**config.mk**
```make
export PLATFORM = sky130hd
export DESIGN_NAME = message_header_deframer_top
export DESIGN_NICKNAME = d
export VERILOG_FILES = /design/src/rtl/mhd_pkg.sv /design/src/rtl/mhd_core.sv /design/src/rtl/mhd_res_fifo.sv /design/src/rtl/message_header_deframer_top.sv
export SDC_FILE = /design/constraint.sdc
export NUM_CORES = 1
export LEC_CHECK = 0
export ABC_AREA = 1
export BUFFER_PORTS_ARGS = -buffer_cell sky130_fd_sc_hd__buf_4
export CORE_ASPECT_RATIO = 1.4
export CORE_MARGIN = 2
export CORE_UTILIZATION = 60
export CTS_CLUSTER_DIAMETER = 100
export DETAILED_ROUTE_END_ITERATION = 6
export HOLD_SLACK_MARGIN = 0.03
export PLACE_DENSITY = 0.89
export RECOVER_POWER = 100
export SETUP_SLACK_MARGIN = 0.1
export SYNTH_ARGS = -nofsm -noshare
export SYNTH_HDL_FRONTEND = slang
export SYNTH_SLANG_ARGS = --single-unit
```
**constraint.sdc**
```tcl
create_clock -name clk -period 9.1 [get_ports clk]
set_input_delay 0.455 -clock clk [delete_from_list [all_inputs] [get_ports clk]]
set_output_delay 0.455 -clock clk [all_outputs]
set_load 0.01 [all_outputs]
```
**src/rtl/mhd_pkg.sv**
```systemverilog
// Package for the message header deframer.
// Holds the result kinds, action codes, dispatch lookup and the result record type.
// No dependencies.
package mhd_pkg;

	localparam int HDR_LEN = 16;
	localparam logic [15:0] MAX_BODY = 16'd16384;
	localparam int TABLE_LEN = 28;
	localparam int TDATA_W = 144;
	localparam int FIFO_DEPTH = 4;

	typedef enum logic [1:0] {
		KIND_BODY     = 2'd0,
		KIND_COMPLETE = 2'd1,
		KIND_TOO_BIG  = 2'd2
	} kind_t;

	typedef enum logic [4:0] {
		ACT_NOOP         = 5'd0,
		ACT_EVENT        = 5'd1,
		ACT_READ         = 5'd2,
		ACT_READ_SYNC    = 5'd3,
		ACT_EXCEPTION    = 5'd4,
		ACT_CLEAR        = 5'd5,
		ACT_READ_NOTIFY  = 5'd6,
		ACT_CLAIM        = 5'd7,
		ACT_WRITE_NOTIFY = 5'd8,
		ACT_ACCESS       = 5'd9,
		ACT_ECHO         = 5'd10,
		ACT_DISCONNECT   = 5'd11,
		ACT_BAD          = 5'd12,
		ACT_SEARCH       = 5'd13,
		ACT_BEACON       = 5'd14,
		ACT_NOT_HERE     = 5'd15,
		ACT_REPEATER_ACK = 5'd16
	} act_t;

	typedef struct packed {
		kind_t       kind;
		logic        last;
		logic [7:0]  body_byte;
		act_t        action;
		logic [15:0] command;
		logic [15:0] body_size;
		logic [15:0] data_type;
		logic [15:0] element_count;
		logic [31:0] channel_word;
		logic [31:0] available_word;
	} res_t;

	function automatic act_t lookup_action(input logic [15:0] cmd, input logic dgram);
		act_t act;
		act = ACT_BAD;
		if (cmd < 16'(TABLE_LEN)) begin
			if (dgram) begin
				case (cmd[4:0])
					5'd0:    act = ACT_NOOP;
					5'd6:    act = ACT_SEARCH;
					5'd13:   act = ACT_BEACON;
					5'd14:   act = ACT_NOT_HERE;
					5'd17:   act = ACT_REPEATER_ACK;
					default: act = ACT_BAD;
				endcase
			end else begin
				case (cmd[4:0])
					5'd0:    act = ACT_NOOP;
					5'd1:    act = ACT_EVENT;
					5'd3:    act = ACT_READ;
					5'd10:   act = ACT_READ_SYNC;
					5'd11:   act = ACT_EXCEPTION;
					5'd12:   act = ACT_CLEAR;
					5'd15:   act = ACT_READ_NOTIFY;
					5'd18:   act = ACT_CLAIM;
					5'd19:   act = ACT_WRITE_NOTIFY;
					5'd22:   act = ACT_ACCESS;
					5'd23:   act = ACT_ECHO;
					5'd26:   act = ACT_DISCONNECT;
					5'd27:   act = ACT_DISCONNECT;
					default: act = ACT_BAD;
				endcase
			end
		end
		return act;
	endfunction

endpackage

```
**src/rtl/mhd_core.sv**
```systemverilog
// Deframing core: header store, byte counters, discard flag and table select register.
// Turns one registered byte into up to two result records combinationally.
// Depends on mhd_pkg.
module mhd_core import mhd_pkg::*; (
	input  logic       clk,
	input  logic       arst_n,
	input  logic       cfg_wr_en,
	input  logic       cfg_wr_data,
	input  logic       adv,
	input  logic [7:0] in_byte,
	input  logic       in_end,
	output logic [1:0] res_cnt,
	output res_t       res0,
	output res_t       res1
);

	logic        dgram_q;
	logic [4:0]  hdr_cnt_q;
	logic [7:0]  hdr_q [HDR_LEN];
	logic [15:0] body_cnt_q;
	logic        discard_q;

	logic [7:0]  hdr_nxt [HDR_LEN];
	logic [4:0]  hdr_cnt_d;
	logic [15:0] body_cnt_d;
	logic        discard_d;
	logic        hdr_wr;
	logic [4:0]  hdr_cnt_inc;
	logic [16:0] body_cnt_inc;
	res_t        base;

	assign hdr_wr = !discard_q && (hdr_cnt_q < 5'(HDR_LEN));
	assign hdr_cnt_inc = hdr_cnt_q + 5'd1;
	assign body_cnt_inc = {1'b0, body_cnt_q} + 17'd1;

	always_comb begin
		for (int i = 0; i < HDR_LEN; i++) begin
			hdr_nxt[i] = hdr_q[i];
		end
		if (hdr_wr) begin
			hdr_nxt[hdr_cnt_q[3:0]] = in_byte;
		end
	end

	always_comb begin
		base.kind           = KIND_BODY;
		base.last           = 1'b0;
		base.body_byte      = 8'd0;
		base.action         = ACT_NOOP;
		base.command        = {hdr_nxt[0], hdr_nxt[1]};
		base.body_size      = {hdr_nxt[2], hdr_nxt[3]};
		base.data_type      = {hdr_nxt[4], hdr_nxt[5]};
		base.element_count  = {hdr_nxt[6], hdr_nxt[7]};
		base.channel_word   = {hdr_nxt[8], hdr_nxt[9], hdr_nxt[10], hdr_nxt[11]};
		base.available_word = {hdr_nxt[12], hdr_nxt[13], hdr_nxt[14], hdr_nxt[15]};
	end

	always_comb begin
		res_cnt    = 2'd0;
		res0       = base;
		res1       = base;
		hdr_cnt_d  = hdr_cnt_q;
		body_cnt_d = body_cnt_q;
		discard_d  = discard_q;
		if (discard_q) begin
			if (in_end) begin
				discard_d = 1'b0;
			end
		end else if (hdr_wr) begin
			hdr_cnt_d = hdr_cnt_inc;
			if (hdr_cnt_inc == 5'(HDR_LEN)) begin
				if (base.body_size > MAX_BODY) begin
					res_cnt    = 2'd1;
					res0.kind  = KIND_TOO_BIG;
					res0.last  = 1'b1;
					hdr_cnt_d  = 5'd0;
					body_cnt_d = 16'd0;
					discard_d  = !in_end;
				end else if (base.body_size == 16'd0) begin
					res_cnt     = 2'd1;
					res0.kind   = KIND_COMPLETE;
					res0.action = lookup_action(base.command, dgram_q);
					res0.last   = 1'b1;
					hdr_cnt_d   = 5'd0;
					body_cnt_d  = 16'd0;
				end
			end
		end else begin
			res_cnt        = 2'd1;
			res0.kind      = KIND_BODY;
			res0.body_byte = in_byte;
			res0.last      = 1'b1;
			body_cnt_d     = body_cnt_inc[15:0];
			if (body_cnt_inc >= {1'b0, base.body_size}) begin
				res_cnt     = 2'd2;
				res0.last   = 1'b0;
				res1.kind   = KIND_COMPLETE;
				res1.action = lookup_action(base.command, dgram_q);
				res1.last   = 1'b1;
				hdr_cnt_d   = 5'd0;
				body_cnt_d  = 16'd0;
			end
		end
	end

	always_ff @(posedge clk or negedge arst_n) begin
		if (!arst_n) begin
			dgram_q    <= 1'b0;
			hdr_cnt_q  <= 5'd0;
			body_cnt_q <= 16'd0;
			discard_q  <= 1'b0;
		end else begin
			if (cfg_wr_en) begin
				dgram_q <= cfg_wr_data;
			end
			if (adv) begin
				hdr_cnt_q  <= hdr_cnt_d;
				body_cnt_q <= body_cnt_d;
				discard_q  <= discard_d;
			end
		end
	end

	always_ff @(posedge clk) begin
		if (adv && hdr_wr) begin
			hdr_q[hdr_cnt_q[3:0]] <= in_byte;
		end
	end

endmodule

```
**src/rtl/mhd_res_fifo.sv**
```systemverilog
// Small result queue that takes up to two result records per cycle and gives one.
// Parts the deframing core from the output stream handshake.
// Depends on mhd_pkg.
module mhd_res_fifo import mhd_pkg::*; (
	input  logic       clk,
	input  logic       arst_n,
	input  logic [1:0] push_cnt,
	input  res_t       push0,
	input  res_t       push1,
	input  logic       pop,
	output res_t       head,
	output logic       not_empty,
	output logic       room2
);

	localparam int PTR_W = $clog2(FIFO_DEPTH);
	localparam int CNT_W = $clog2(FIFO_DEPTH + 1);

	res_t             mem [FIFO_DEPTH];
	logic [PTR_W-1:0] wr_ptr_q;
	logic [PTR_W-1:0] rd_ptr_q;
	logic [CNT_W-1:0] count_q;
	logic             do_pop;

	assign not_empty = (count_q != '0);
	assign room2 = (count_q <= CNT_W'(FIFO_DEPTH - 2));
	assign do_pop = pop && not_empty;
	assign head = mem[rd_ptr_q];

	always_ff @(posedge clk or negedge arst_n) begin
		if (!arst_n) begin
			wr_ptr_q <= '0;
			rd_ptr_q <= '0;
			count_q  <= '0;
		end else begin
			wr_ptr_q <= wr_ptr_q + PTR_W'(push_cnt);
			if (do_pop) begin
				rd_ptr_q <= rd_ptr_q + PTR_W'(1);
			end
			count_q <= count_q + CNT_W'(push_cnt) - CNT_W'(do_pop);
		end
	end

	always_ff @(posedge clk) begin
		if (push_cnt != 2'd0) begin
			mem[wr_ptr_q] <= push0;
		end
		if (push_cnt == 2'd2) begin
			mem[wr_ptr_q + PTR_W'(1)] <= push1;
		end
	end

endmodule

```
**src/rtl/message_header_deframer_top.sv**
```systemverilog
// Top level of the message header deframer.
// Instantiates the input stage, mhd_core and mhd_res_fifo; depends on mhd_pkg.
//
// Bytes enter one per request on the slave stream, with tlast marking the end of the
// caller's receive block. A request is registered, then processed once the queue has room,
// which writes up to two results into a four-entry queue in front of the master stream.
// One byte can be taken every cycle; the only limit is the queue, which holds the input
// while fewer than two entries are free. The last byte of a body gives two results.
module message_header_deframer_top import mhd_pkg::*; (
	input  logic               clk,
	input  logic               arst_n,
	input  logic               cfg_wr_en,
	input  logic               cfg_wr_data,    // datagram_channel
	input  logic               s_axis_tvalid,
	output logic               s_axis_tready,
	input  logic [7:0]         s_axis_tdata,   // data_byte
	input  logic               s_axis_tlast,   // block_end
	output logic               m_axis_tvalid,
	input  logic               m_axis_tready,
	// body_byte, action, command, body_size, data_type, element_count,
	// channel_word, available_word, zero padding
	output logic [TDATA_W-1:0] m_axis_tdata,
	output logic [1:0]         m_axis_tuser,   // kind
	output logic               m_axis_tlast    // last
);

	logic       in_vld_s1;
	logic [7:0] in_byte_s1;
	logic       in_end_s1;
	logic       adv;
	logic [1:0] res_cnt;
	logic [1:0] push_cnt;
	res_t       res0;
	res_t       res1;
	res_t       head;
	logic       not_empty;
	logic       room2;

	assign adv = in_vld_s1 && room2;
	assign s_axis_tready = !in_vld_s1 || adv;
	assign push_cnt = adv ? res_cnt : 2'd0;

	always_ff @(posedge clk or negedge arst_n) begin
		if (!arst_n) begin
			in_vld_s1 <= 1'b0;
		end else if (s_axis_tready) begin
			in_vld_s1 <= s_axis_tvalid;
		end
	end

	always_ff @(posedge clk) begin
		if (s_axis_tvalid && s_axis_tready) begin
			in_byte_s1 <= s_axis_tdata;
			in_end_s1  <= s_axis_tlast;
		end
	end

	mhd_core u_core (
		.clk         (clk),
		.arst_n      (arst_n),
		.cfg_wr_en   (cfg_wr_en),
		.cfg_wr_data (cfg_wr_data),
		.adv         (adv),
		.in_byte     (in_byte_s1),
		.in_end      (in_end_s1),
		.res_cnt     (res_cnt),
		.res0        (res0),
		.res1        (res1)
	);

	mhd_res_fifo u_fifo (
		.clk       (clk),
		.arst_n    (arst_n),
		.push_cnt  (push_cnt),
		.push0     (res0),
		.push1     (res1),
		.pop       (m_axis_tready),
		.head      (head),
		.not_empty (not_empty),
		.room2     (room2)
	);

	assign m_axis_tvalid = not_empty;
	assign m_axis_tuser  = head.kind;
	assign m_axis_tlast  = head.last;
	assign m_axis_tdata  = {3'b000, head.available_word, head.channel_word,
		head.element_count, head.data_type, head.body_size, head.command,
		head.action, head.body_byte};

endmodule

```
## Word level (Yosys, flattened, before mapping)

Memory sizes are Yosys's and may differ from the RTL's.
Index checks and enable logic that the tools add are counted.

| storage, ports and cells | value |
|---|---|
| memory bits (writable) | 704 |
| logic and storage cells | 109 |
| ROM bits | 256 |
| output and inout port bits | 149 |
| input bits | 15 |
| memories | 4 |
| flip-flop bits (word level) | 40 |

Memory list:

| name | depth | bits a word | read ports | clocked after Yosys merged registers in | wr ports | line | RTL |
|---|---|---|---|---|---|---|---|
| u_fifo.mem | 4 | 144 | 1 | 0 | 2 | mhd_res_fifo.sv:19 | `res_t mem [FIFO_DEPTH];` |
| (name not given) | 32 | 4 | 1 | 0 | 0 | mhd_pkg.sv:65 | `case (cmd[4:0])` |
| (name not given) | 32 | 4 | 1 | 0 | 0 | mhd_pkg.sv:65 |  |
| u_core.hdr_q | 16 | 8 | 16 | 0 | 1 | mhd_core.sv:19 | `logic [7:0] hdr_q [HDR_LEN];` |

| operators by class | value |
|---|---|
| mux-type cells | 54 |
| bitwise logic cells | 2 |
| equality and inequality tests | 8 |
| reduce and logical (&&, ||, !) cells | 17 |
| add/sub/neg operators | 7 |
| order comparisons | 7 |

Operators with widths:

| cell | number |
|---|---|
| $bwmux W128 | 1 |
| $mux W128 | 1 |
| $mux W16 | 6 |
| $mux W5 | 16 |
| $demux W8 S4 | 1 |
| $pmux W5 S5 | 1 |
| $add A16 B1 Y17 const B | 1 |
| $ge A17 B16 Y1 | 1 |
| $gt A16 B15 Y1 const B | 1 |
| $logic_not A16 Y1 | 1 |
| $lt A16 B5 Y1 const B | 1 |
| $mux W2 | 8 |
| $mux W8 | 2 |
| $mux W3 | 5 |
| $mux W1 | 13 |
| $eq A5 B4 Y1 const B | 2 |
| $eq A5 B5 Y1 const B | 2 |
| $logic_and A1 B1 Y1 | 6 |
| $add A5 B1 Y5 const B | 1 |
| $eq A5 B3 Y1 const B | 1 |
| $ge A5 B5 Y1 const B | 1 |
| $logic_not A5 Y1 | 1 |
| $lt A5 B1 Y1 const B | 1 |
| $lt A5 B5 Y1 const B | 1 |
| other kinds (16) | 20 |

## Longest topological paths before layout

| logic depth | value |
|---|---|
| depth in word-level cells | 17 |
| gate-level depth with buffers | 28 |
| gate-level depth less buffers | 28 |

## Hierarchy

A second synthesis with hierarchy kept.

| second synthesis, totals | value |
|---|---|
| cell total of the unflattened synthesis | 4844 |
| area total of the unflattened synthesis | 40204.8 um^2 |

By module, submodules not included:

| module | area each (um^2) | cells an instance | times used | seq. area each (um^2) |
|---|---|---|---|---|
| mhd_res_fifo | 30681.9 | 3792 | 1 | 17471.8 |
| mhd_core | 9156.3 | 1027 | 1 | 4419.2 |
| message_header_deframer_top | 366.6 | 25 | 1 | 295.3 |

## Worst setup path before layout

No wires, ideal clock.

| timing | value |
|---|---|
| path type | reg-to-reg |
| from | register u_core.body_cnt_q[0] |
| to | memory u_fifo.mem[3][128] in the netlist's numbering (data pin) |
| data arrival time | 6.284 ns |
| setup time | 0.167 ns |
| path buffers | 0 |
| cell stages (with the launch flop) | 25 |
| clock period less this slack | 6.452 ns |
| path slack | 2.648 ns |
| required time | 8.933 ns |
| cell sequence | dfrtp_1 ha_1 nand3_1 nor2_1 nand2_1 nor2_1 nand3_1 nor2_1 xnor2_1 inv_1 ha_1 nand2_1 inv_1 nand3_1 nor3_1 a21oi_1 nand2_1 nand2_1 nand2_1 nand2_1 nand2_1 nand4_1 nand2_1 nand2_1 nor2_1 |

RTL lines:

| item | line | RTL |
|---|---|---|
| from (decl) | mhd_core.sv:20 | `logic [15:0] body_cnt_q;` |
| from (signal assigned) | mhd_core.sv:118 | `body_cnt_q <= body_cnt_d;` |
| to (decl) | mhd_res_fifo.sv:19 |  |

==> impl_metrics.toml <==
[status]
status = "finished with violations"
failed_checks = "DRC, capacitance limit, slew limit"

[floorplan]
die_h_microns = 281
core_sq_um = 54200
start_util_pct = 60.5
io_pins = 164
die-area_sq_um = 56600
die_w_microns = 202
std_cell_rows = 101

[cells_and_area]
multi_input_area_sq_um = 9220
final_cell_mix = "nor2_1, edfxtp_1, o21ai_0"
syn_to_final_growth_pct = 8.13
finalNetCount = 3196
layout-drive-gt1-share_pct = 5.49
final_common_cell = "nor2_1"
n_fill_cell = 3832
regArea_sq_um = 21800

[drt]
vias = 24600
wirelength_mm = 88.6
dr.pass1.iters = 7
first_iter_violations = 3318
remaining_drc_errors = 10
vias_per_cell = 6.26
detail-route-antenna-nets = 0
drt-wirelength-per-cell_microns = 22.6

[place]
port_buffers = 160
post-dp-hpwl_mm = 49.6
gp_congestion = 0.910

[min_path]
worstHoldPathCells = 2
hold_class = "in -> reg"

[cts]
clockBufferDepth = 3
htree_levels = 2
cts_tree = "yes"
clk_latency_ps = 640
clkSinkCount = 744
root_buffer = "clkbuf_16"
clk_pin_slew_ps = 70
numCtsBuffers = 61

[synth]
synthCells = 3082
ys_types = 45
ys_seq_area_share_pct = 66.5
synth_edf_count = 677
synth_seq_cells = 744
syn_area_sq_um = 32800
ys_warn_count = 0
postSynth.asyncResetShare_pct = 4.17
synth_area_per_cell_sq_um = 10.6
yosys_most_used_dff = "edfxtp_1"

[global_routing]
grt_max_degree = 111
grt_overflow = 0
antenna_found_initial = 0
gr-usage-all-layers_pct = 30.7
grt_pass1_wl_mm = 133
grt_pass1_vias = 24300

[timing]
period_needed_ps = 7940
post-route-period-util_pct = 87.3
worst_pin_slew_ps = 4670
holdWs_ps = 40.9
timing.fmax_ghz = 0.126
finalClockSkew_ps = 37.6
hold_viol = 0
rsz0062_at_grt = "false"
setup_viol = 0
drv_slew = 698
setup_tns_ps = 0
max-slew-margin-rel_pct = -211

[worst_setup_path]
required_ps = 9470
cp-end-kind = "register"
reg2reg_depth = 21
crit_type = "reg -> reg"
start_kind = "register"
crit_fanout = 88
worstPathArrival_ps = 8310

[pwr]
power_density_nw_per_um2 = 284
leakage_nw = 14.6
vdd_drop_max_uv = 260
p_total_w = 0.0101

[run]
cap_violations = 14
==> per-stage QoR <==
| stage | util (%) | instances | cell area (sq um) | setup slack (ps) |
|---|---|---|---|---|
| after floorplan | - | 3084 | 32800 | 2650 |
| after global placement | 62.8 | 3798 | 34000 | 3100 |
| after detailed placement | 62.8 | 3798 | 34000 | 2990 |
| after CTS | 66.6 | 3924 | 36100 | 2950 |
| after global routing | 65.5 | 3924 | 35500 | 1260 |
| final | 65.5 | 3925 | 35500 | 1160 |
==> kinds of logic after synthesis <==
| family | Yosys count | synth area share (%) |
|---|---|---|
| compound gates | 620 | 10.2 |
| xor+xnor | 19 | 0.507 |
| fa+ha+maj | 30 | 1.17 |
| buf+inv | 347 | 5.42 |
| flops | 744 | 66.5 |
| other cells | 1 | 0.0114 |
| simple gates | 1321 | 16.2 |
==> power breakdown <==
group          switching [W]  leakage [nW]  internal [W]
sequential          0.000104          8.21       0.00383
combinational        0.00252          5.45      0.000974
clock                0.00120         0.976       0.00144
==> cell type report <==
type / count / share of cell area [%]
well taps: 721 / 2.54
repair buffers: 206 / 2.81
inverters: 145 / 1.60
flip-flops and latches: 744 / 61.5
clock buffers: 91 / 4.81
diodes: 1 / 0.00705
multi-input cells: 1993 / 26.0
clock inverters: 24 / 0.772
==> cells in the mapped netlist, types with 2 or more instances <==
library cell	instances	area, sq um
nand4_4	3	63.8
ha_1	29	363
a22oi_1	2	15.0
o21ai_0	325	1630
o211ai_1	4	30.0
o21ai_1	5	25.0
dfrtp_1	31	776
nand3_4	3	52.6
nor3_1	12	60.1
nor2_4	2	22.5
clkbuf_1	120	450
nand2_2	5	31.3
inv_2	8	30.0
xor2_1	14	123
nand3_2	2	20.0
edfxtp_1	677	20300
a21oi_1	139	696
buf_4	7	52.6
dfxtp_1	36	721
nor2_2	34	213
inv_1	133	499
clkinv_1	4	15.0
o22ai_1	135	845
nand4_1	36	225
o21ai_4	2	32.5
buf_1	3	11.3
nand2_1	213	800
a31o_2	2	17.5
nor2_1	988	3710
nand3_1	20	100
xnor2_1	5	43.8
buf_2	15	75.1
buf_6	56	631
==> path summary, 6_finish.rpt <==
path,start,endpoint,slack (ps)
min in group asynchronous,arst_n,u_fifo.wr_ptr_q[1]$_DFF_PN0_,960
max in group asynchronous,arst_n,u_core.hdr_cnt_q[2]$_DFFE_PN0P_,7000
min reg2reg,u_fifo.mem[2][135]$_SDFFE_PP0N_,u_fifo.mem[2][135]$_SDFFE_PP0N_,510
max,in_byte_s1[5]$_DFFE_PP_,u_fifo.mem[1][62]$_DFFE_PP_,1160
max reg2reg,in_byte_s1[5]$_DFFE_PP_,u_fifo.mem[1][62]$_DFFE_PP_,1160
min,cfg_wr_en,u_core.dgram_q$_DFFE_PN0P_,40
==> registers in the layout, indices dropped and copies added, names as in the netlist, 2 cells and up <==
signal and cells:
u_fifo.count_q 3, in_byte_s1 8, u_fifo.rd_ptr_q 2, u_fifo.mem 576
u_core.body_cnt_q 16, u_core.hdr_q 128, u_fifo.wr_ptr_q 2, u_core.hdr_cnt_q 5
==> timing repair <==
item,in CTS,in global routing
gates resized for setup,0,0
buffers inserted,0,0
hold buffers,11,0
endpoints found under the hold margin,41,0
==> routing by layer <==
layer  up-vias  share of wire, %  GRT usage, %
met5         -                 0             0
met4         0               6.8          19.9
met3       391                11          4.86
met2      1873                49          52.3
met1     11600                33          36.3
li1      10700                 -             -
==> critical path: stages (launching register included) <==
cell      delay (ps)
edfxtp_1         320
clkbuf_1        1280
inv_1            980
o21ai_0          590
inv_1            230
ha_1             360
nand2_1           90
nor2_1            40
nand3b_1          70
o211ai_1          80
nand2_1           80
nand2_1           60
nand2_1           60
nand2_1           40
nand2_1           70
nand2_1          170
nand4_1          120
clkbuf_1         670
nand2_8          620
inv_4           1030
buf_4            560
nor2_1           100
No activity file was read; power rests on OpenSTA's default activity.
